==> src/hw/rtl/pal_pkg.sv <==
package pal_pkg;

	// defaults for the top level parameters
	localparam int MAX_ENTRIES_DEF = 128;
	localparam int ENTRY_WIDTH_DEF = 64;

	// stream widths: fields packed from bit 0 and padded to whole bytes
	localparam int S_TDATA_W = 80;
	localparam int M_TDATA_W = 80;

	// field widths
	localparam int CMD_W    = 2;
	localparam int POS_W    = 8;
	localparam int DIN_W    = 64;
	localparam int STATUS_W = 2;
	localparam int DOUT_W   = 64;
	localparam int COUNT_W  = 8;

	// request operation codes
	localparam logic [CMD_W-1:0] CMD_INSERT = 2'd0;
	localparam logic [CMD_W-1:0] CMD_DELETE = 2'd1;
	localparam logic [CMD_W-1:0] CMD_READ   = 2'd2;

	// result status codes
	localparam logic [STATUS_W-1:0] ST_OK    = 2'd0;
	localparam logic [STATUS_W-1:0] ST_INDEX = 2'd1;
	localparam logic [STATUS_W-1:0] ST_FULL  = 2'd2;

	// controller to datapath commands
	typedef struct packed {
		logic load_req;   // latch an accepted request
		logic stat_load;  // latch the checked status
		logic cur_init;   // start the shift cursor
		logic mem_rd;     // read one entry into the read register
		logic mem_wr_sh;  // write the read register one slot over, step cursor
		logic mem_wr_new; // write the new word at its slot, count up
		logic cnt_dec;    // count down after a delete
		logic out_load;   // load the result register
	} ctl_cmd_t;

	// datapath to controller status
	typedef struct packed {
		logic [STATUS_W-1:0] req_status; // check of the held request
		logic                is_insert;
		logic                is_read;
		logic                shift_done; // cursor reached the end of the shift
		logic                out_free;   // result register can take a new result
	} ctl_stat_t;

endpackage

==> src/hw/rtl/pal_ctrl.sv <==
module pal_ctrl (
	input  logic               clk,
	input  logic               arst_n,
	input  logic               req_valid,
	output logic               req_ready,
	input  pal_pkg::ctl_stat_t stat,
	output pal_pkg::ctl_cmd_t  cmd
);

	typedef enum logic [5:0] {
		ST_IDLE   = 6'b000001,
		ST_EVAL   = 6'b000010,
		ST_SHIFT  = 6'b000100,
		ST_SH_WR  = 6'b001000,
		ST_WR_NEW = 6'b010000,
		ST_RESP   = 6'b100000
	} state_t;

	state_t state_q;
	state_t state_nxt;

	// state register
	always_ff @(posedge clk or negedge arst_n) begin
		if (!arst_n) begin
			state_q <= ST_IDLE;
		end else begin
			state_q <= state_nxt;
		end
	end

	assign req_ready = (state_q == ST_IDLE);

	// next state and commands
	always_comb begin
		state_nxt = state_q;
		cmd       = '0;
		case (state_q)
			ST_IDLE: begin
				if (req_valid) begin
					cmd.load_req = 1'b1;
					state_nxt    = ST_EVAL;
				end
			end
			ST_EVAL: begin
				cmd.stat_load = 1'b1;
				if (stat.req_status != pal_pkg::ST_OK) begin
					state_nxt = ST_RESP;
				end else if (stat.is_read) begin
					cmd.mem_rd = 1'b1;
					state_nxt  = ST_RESP;
				end else begin
					cmd.cur_init = 1'b1;
					state_nxt    = ST_SHIFT;
				end
			end
			ST_SHIFT: begin
				if (stat.shift_done) begin
					if (stat.is_insert) begin
						state_nxt = ST_WR_NEW;
					end else begin
						cmd.cnt_dec = 1'b1;
						state_nxt   = ST_RESP;
					end
				end else begin
					cmd.mem_rd = 1'b1;
					state_nxt  = ST_SH_WR;
				end
			end
			ST_SH_WR: begin
				cmd.mem_wr_sh = 1'b1;
				state_nxt     = ST_SHIFT;
			end
			ST_WR_NEW: begin
				cmd.mem_wr_new = 1'b1;
				state_nxt      = ST_RESP;
			end
			ST_RESP: begin
				if (stat.out_free) begin
					cmd.out_load = 1'b1;
					state_nxt    = ST_IDLE;
				end
			end
			default: begin
				state_nxt = ST_IDLE;
			end
		endcase
	end

endmodule

==> config.mk <==
export PLATFORM = sky130hd
export DESIGN_NAME = pal_ctrl
export DESIGN_NICKNAME = d
export VERILOG_FILES = /design/src/hw/rtl/pal_pkg.sv /design/src/hw/rtl/pal_ctrl.sv
export SDC_FILE = /design/constraint.sdc
export NUM_CORES = 1
export LEC_CHECK = 0
export BUFFER_PORTS_ARGS = -buffer_cell sky130_fd_sc_hd__buf_2
export CAP_MARGIN = 0
export CORE_AREA = 2 2 39 41
export DETAILED_ROUTE_END_ITERATION = 10
export DIE_AREA = 0 0 41 43
export SYNTH_ARGS = -nofsm -noshare
export SYNTH_HDL_FRONTEND = slang
export SYNTH_SLANG_ARGS = --single-unit
==> constraint.sdc <==
create_clock -name clk -period 1.17 [get_ports clk]
set_input_delay 0.0585 -clock clk [delete_from_list [all_inputs] [get_ports clk]]
set_output_delay 0.0585 -clock clk [all_outputs]
set_load 0.01 [all_outputs]
==> qor.csv, run 1 <==
stage,metric,value,unit
clocking,clock sink count,6,
sta,final-report setup violation count,12,
placed_design,cell count after placement,82,
sta,Worst-Margin Slew,302,ps
clocking,Root Buffer,clkbuf_4,
finish,diode count,0,
finish,synthesis-to-layout area growth,85.2,%
setup_path,Crit. End Element,output port,
placed_design,dpl hpwl,778,um
clocking,"Reg clk slew, reported paths",50,ps
finish,Largest regs,state_q: 6 flops,
yosys,top post-synthesis cells by area,"dfrtp_1, dfstp_2, nor4_2",
route,drt drc,0,
route,DRT Pass-1 Iters,2,
finish,Top reg by flops,state_q,
setup_path,r2r endpoint,state_q[5],
global_routing,initial antenna violation count,0,
route,Via density,4.82,
yosys,Mapped Cells,42,
clocking,CTS H-Tree Depth,1,
finish,number of fill cells,137,
yosys,"Cell Area, Synth",389,um^2
yosys,Post-synth EDFFs,0,
finish,max reg flops,6,
global_routing,pin count of the biggest net entering global routing,8,
yosys,Async SR Flop Fraction,100,%
sta,RSZ-0062 raised after global routing,true,
yosys,Yosys cell types,26,
clocking,CTS tree,yes,
finish,register area,158,um^2
sta,setup ws final,-324,ps
floorplan,Ports,18,
outcome,outcome,"finished, violations left",
placed_design,PortBufs,17,
finish,multi-input logic area,270,um^2
power,"IR drop worst, VDD",647,uV
setup_path,FF-to-FF Start,state_q[0],
setup_path,startpoint types,flop,
setup_path,worst r2r path cells,4,
route,Post-Route WL,1150,um
route,Iter 0 DRT Violations,8,
route,DR WL/cell,12.0,um
yosys,top-count cell post-synth,dfrtp_1,
sta,Tcrit/Tclk final,128,%
setup_path,CP max FO,6,
finish,NumNets Final,90,
setup_path,worst path buffer plus inverter count,1,
yosys,register area share after synthesis,38.9,%
setup_path,WP data arrival,1440,ps
sta,Setup Skew,12.4,ps
clocking,Max Root-Sink Buffers,2,
yosys,Commonest cells post-synth,"dfrtp_1, nor2_1, inv_1, o21ai_0",
worst_hold_path,Worst Hold Class,in2reg,
outcome,violated checks,setup timing,
yosys,syn nets,51,
clocking,clk_lat worst skew,250,ps
floorplan,Die X,41,um
sta,min Tclk post-route,1490,ps
yosys,Yosys warning count,0,
worst_hold_path,worst hold path cell count,3,
sta,FMAX,670,MHz
floorplan,std cell rows,14,
setup_path,flop-to-flop setup slack,-270,ps
yosys,Syn Area/Cell,9.26,um^2
placed_design,GPL Wtd Cong,0.740,
global_routing,GRT Resource Usage Total,14.9,%
setup_path,"Max stage delay cell, worst path",dfrtp_2,
clocking,number of clock buffers inserted by TritonCTS,3,
power,leakage power,0.000404,uW
power,PD cells,1700,nW/um^2
finish,layout cells sized above 1,67.5,%
finish,cell area after layout,721,um^2
sta,final hold violation count,0,
yosys,share of the synthesized area in the top cell type,32.2,%
sta,Final Max Tran Viols,0,
setup_path,data required time of the worst path,1110,ps
global_routing,first-pass GRT wire length,1770,um
placed_design,Post-DP Area,547,um^2
global_routing,vias in the first global route,448,
route,Vias,463,
yosys,Seq cells post-synth,6,
setup_path,critical path class,reg2out,
finish,final non-filler cell total,96,
global_routing,GRT Residual Overflow,0,
sta,Slew Limit Headroom,79.7,%
setup_path,crit-path cells,nor4_4 > and4b_1 > buf_2,
yosys,post-synth top area cell,dfrtp_1,
floorplan,Die Y,43,um
worst_hold_path,hold worst-path end,state_q[4],
setup_path,Worst path top cell family by delay,simple AND/OR/NAND/NOR gates,
setup_path,CP max stage delay,450,ps
flow_run,Max-Cap Viols,0,
yosys,Main synth FF type,dfrtp_1,
route,Post-DRT Antenna Nets,0,
floorplan,core box area,1380,um^2
worst_hold_path,hold wc startpoint,stat[3],
floorplan,initial core utilization,28.1,%
floorplan,Die Area,1760,um^2
layer usage:
metal / up-vias / part of all wire, % / GRT usage, %
met5: - / 0 / 0
met4: 0 / 1.1 / 8.00
met3: 2 / 4.4 / 2.09
met2: 16 / 55 / 25.6
met1: 219 / 40 / 16.2
li1: 226 / - / -
worst reg2reg max path, cell delays in order (launching register included):
cell and delay [ps]:
dfstp_2 600, nand4b_1 200, buf_4 150, o21ai_1 60, or3_1 310
kinds of logic after synthesis:
family / share of synthesized area (%)
and+or+nand+nor: 43.7
AOI/OAI and AO/OA: 11.3
DFF: 38.9
buffers and inverters: 3.86
xor gates and xnor gates: 2.25
placed cells by master, fill, tap and decap left out, types with 2 or more instances in the layout:
| master | n |
|---|---|
| nor4_4 | 2 |
| inv_2 | 3 |
| and2_1 | 2 |
| nand4b_1 | 2 |
| buf_2 | 15 |
| clkbuf_4 | 3 |
| dfrtp_2 | 5 |
| nor2_2 | 3 |
| o21ai_0 | 2 |
| buf_4 | 15 |
| buf_6 | 3 |
| nor2b_1 | 2 |
power breakdown:
part           internal (uW)  switching, uW  total, uW
clock                    129           76.5        206
combinational            394            266        659
sequential               270           87.9        358
total                    793            430       1220
how the worst max path moves through the flow:
| stage | from | to | slack [ps] | cells after the start |
|---|---|---|---|---|
| 2_1_floorplan | state_q[0] | state_q[5] | -100 | 3 |
| 3_3_place_gp | state_q[0] | state_q[5] | -140 | 3 |
| 3_5_place_dp | state_q[0] | state_q[5] | -150 | 3 |
| 4_1_cts | state_q[2] | cmd[4] | -300 | 5 |
| 5_1_grt | state_q[4] | cmd[4] | -400 | 5 |
| 6_report | state_q[1] | cmd[0] | -320 | 3 |
area by class of cell:
class	count	share of cell area, %
Sequential cell	6	21.9
Clock buffer	4	3.65
Timing Repair Buffer	34	32.1
Inverter	4	2.08
Multi-Input combinational cell	32	37.5
Tap cell	16	2.78
metrics by stage:
stage	utilization (%)	total power, uW	setup TNS [ps]	hold slack, ps	setup slack [ps]
after floorplan	-	582	-142	-237	-97.4
after global placement	39.5	753	-627	-106	-143
after detailed placement	39.5	759	-750	-111	-148
after CTS	48.3	1170	-2670	42.4	-304
after global routing	52.1	1310	-3750	57.5	-400
final	52.1	1220	-2790	45.7	-324
what timing repair did:
action / in CTS / in global routing
gates resized for setup: 12 / 8
hold endpoints to repair: 6 / 0
pin swaps: 9 / 6
setup endpoints to repair: 15 / 14
gates cloned: 0 / 0
buffers inserted: 6 / 3
hold buffers: 1 / 0
No activity file was read; power rests on OpenSTA's default activity.
==> inputs of run 2 (changes only) <==
Settings changed: ABC_AREA from default to 1, CAP_MARGIN 0 to default, CORE_AREA 2 2 39 41 to 4 4 41 43, DIE_AREA 0 0 41 43 to 0 0 45 47.
==> qor.csv, run 2 <==
stage,metric,value,unit
yosys,Seq cells post-synth,6,
route,Iter 0 DRT Violations,7,
yosys,Async SR Flop Fraction,100,%
worst_hold_path,hold worst-path end,state_q[4],
placed_design,PortBufs,17,
yosys,top-count cell post-synth,inv_1,
route,drt drc,0,
sta,RSZ-0062 raised after global routing,true,
worst_hold_path,Worst Hold Class,in2reg,
yosys,largest family of logic cells by synthesized area,simple AND/OR/NAND/NOR gates,
sta,Tcrit/Tclk final,121,%
clocking,Root Buffer,clkbuf_4,
yosys,"Cell Area, Synth",438,um^2
sta,FMAX,706,MHz
floorplan,Die X,45,um
power,Pwr Total,1180,uW
setup_path,WP data arrival,1360,ps
floorplan,Ports,18,
finish,cell area after layout,709,um^2
global_routing,first-pass GRT wire length,1720,um
placed_design,cell count after placement,96,
global_routing,GRT Resource Usage Total,11.3,%
finish,"leading cell type in the layout, fill and taps excluded",buf_2,
yosys,post-synthesis simple-gate area fraction,45.4,%
setup_path,Crit. End Element,output port,
setup_path,CP max stage delay,400,ps
finish,Top reg by flops,state_q,
finish,most frequent cells in the layout,"buf_2, inv_1, nor2_1, inv_2, nand2_1",
finish,Largest regs,state_q: 6 flops,
setup_path,critical path class,reg2out,
setup_path,r2r endpoint,state_q[0],
finish,NumNets Final,103,
route,Via density,4.41,
yosys,syn nets,73,
floorplan,initial core utilization,33.7,%
clocking,clk_lat worst skew,250,ps
placed_design,GPL Wtd Cong,0.735,
yosys,top post-synthesis cells by area,"dfrtp_1, inv_1, nor2_1",
setup_path,data required time of the worst path,1110,ps
sta,final hold violation count,0,
route,routed wire length on met2,533,um
outcome,violated checks,setup timing,
finish,final non-filler cell total,108,
yosys,Mapped Cells,64,
yosys,Post-synth EDFFs,0,
power,leakage power,0.000415,uW
route,DRT Pass-1 Iters,4,
finish,max reg flops,6,
setup_path,"Max stage delay cell, worst path",dfrtp_1,
yosys,Yosys warning count,0,
yosys,share of the synthesized area in the top cell type,28.6,%
clocking,CTS tree,yes,
sta,final-report setup violation count,11,
setup_path,crit-path cells,nor2_4 > buf_12 > nand3_4 > o22ai_2 > buf_2,
sta,hold_ws,59.7,ps
route,Post-DRT Antenna Nets,0,
clocking,number of clock buffers inserted by TritonCTS,3,
yosys,mux contribution to synthesized area,0,%
clocking,Max Root-Sink Buffers,2,
clocking,CTS H-Tree Depth,1,
yosys,Syn Area/Cell,6.84,um^2
floorplan,Die Y,47,um
setup_path,CP max FO,5,
yosys,post-synthesis adder-cell area fraction,0,%
floorplan,std cell rows,13,
finish,diode count,0,
route,Vias,476,
placed_design,dpl hpwl,801,um
route,Post-Route WL,1060,um
yosys,register area share after synthesis,34.6,%
sta,min Tclk post-route,1420,ps
setup_path,flop-to-flop setup slack,-90,ps
clocking,clock sink count,6,
setup_path,CP Launch Point,state_q[4],
sta,Worst-Margin Slew,228,ps
global_routing,initial antenna violation count,0,
route,top routing layer used,met4,
setup_path,worst r2r path cells,8,
route,met3 WL,79,um
flow_run,Max-Cap Viols,0,
route,DR WL/cell,9.81,um
yosys,Yosys cell types,17,
yosys,post-synth top area cell,dfrtp_1,
sta,Final Max Tran Viols,0,
global_routing,pin count of the biggest net entering global routing,7,
power,"IR drop worst, VDD",781,uV
power,PD cells,1660,nW/um^2
sta,setup ws final,-246,ps
floorplan,core box area,1300,um^2
global_routing,vias in the first global route,445,
worst_hold_path,worst hold path cell count,3,
route,Met1 Wirelength,434,um
finish,layout cells sized above 1,54.8,%
yosys,Main synth FF type,dfrtp_1,
floorplan,Die Area,2120,um^2
yosys,post-synthesis xor/xnor area fraction,0,%
worst_hold_path,hold wc startpoint,stat[3],
setup_path,FF-to-FF Start,state_q[4],
sta,Slew Limit Headroom,84.8,%
outcome,outcome,"finished, violations left",
setup_path,startpoint types,flop,
yosys,Commonest cells post-synth,"inv_1, nor2_1, nand2_1",
clocking,"Reg clk slew, reported paths",50,ps
global_routing,GRT Residual Overflow,0,
finish,synthesis-to-layout area growth,62.0,%
sta,Setup Skew,8.01,ps
yosys,compound-gate portion of the synthesized area,4.57,%
placed_design,Post-DP Area,542,um^2
-- run 2: cell count changes after synthesis, sizes merged, moves of 2 or more --
cell | previous run | this run
nor4 | 2 | 0
nand3 | 1 | 8
nor2 | 5 | 17
and2 | 2 | 0
nand2 | 1 | 9
o21ai | 3 | 1
inv | 4 | 18
nor2b | 2 | 0
nand4b | 2 | 0
-- run 2: repair_timing --
action	CTS	global route
pin swaps	3	2
gates resized for setup	12	5
hold endpoints to repair	7	0
setup buffers	4	2
setup endpoints to repair	9	11
hold buffers	2	0
gates cloned	0	0
-- run 2: kinds of logic after synthesis --
family / Yosys count
AOI/OAI and AO/OA: 3
and+or+nand+nor: 37
DFF: 6
buffers and inverters: 18
-- run 2: how the worst max path moves through the flow --
stage | to | slack [ps] | depth (start not counted)
after floorplan | state_q[5] | 70 | 7
after global placement | state_q[0] | -20 | 7
after detailed placement | state_q[0] | 10 | 7
after CTS | cmd[1] | -210 | 6
after global routing | cmd[4] | -320 | 5
final | cmd[4] | -250 | 5
-- run 2: per-stage QoR --
stage | worst slack [ps] | utilization, % | TNS (ps)
after detailed placement | 14.0 | 41.6 | 0
after floorplan | 73.1 | - | 0
after CTS | -211 | 50.4 | -1380
after global placement | -20.1 | 41.6 | -20.1
after global routing | -320 | 54.5 | -2410
final | -246 | 54.5 | -1700
-- run 2: final cells by class --
type,instances,area (um^2)
Fill cell,142,592
Multi-Input combinational cell,40,265
Sequential cell,6,153
Inverter,18,67.6
Timing Repair Buffer,25,179
Clock buffer,4,26.3
Tap cell,15,18.8
-- run 2: worst max-delay path, delay by kind of cell (launching register included) --
kind / cells / cell delay (ps)
AO/OA/AOI/OAI: 1 / 120
buffers and inverters: 2 / 280
flip-flops: 1 / 400
AND/OR/NAND/NOR: 2 / 300
-- run 2: layer usage --
metal	up-vias	global-route usage (%)
li1	250	-
met1	209	12.2
met2	15	19.2
met3	2	3.83
met4	0	7.02
met5	-	0
-- run 2: power breakdown --
part           switching [uW]  leakage, uW  internal [uW]
Clock                    80.6    0.0000150            130
Sequential               65.3    0.0000777            270
Combinational             357     0.000322            275
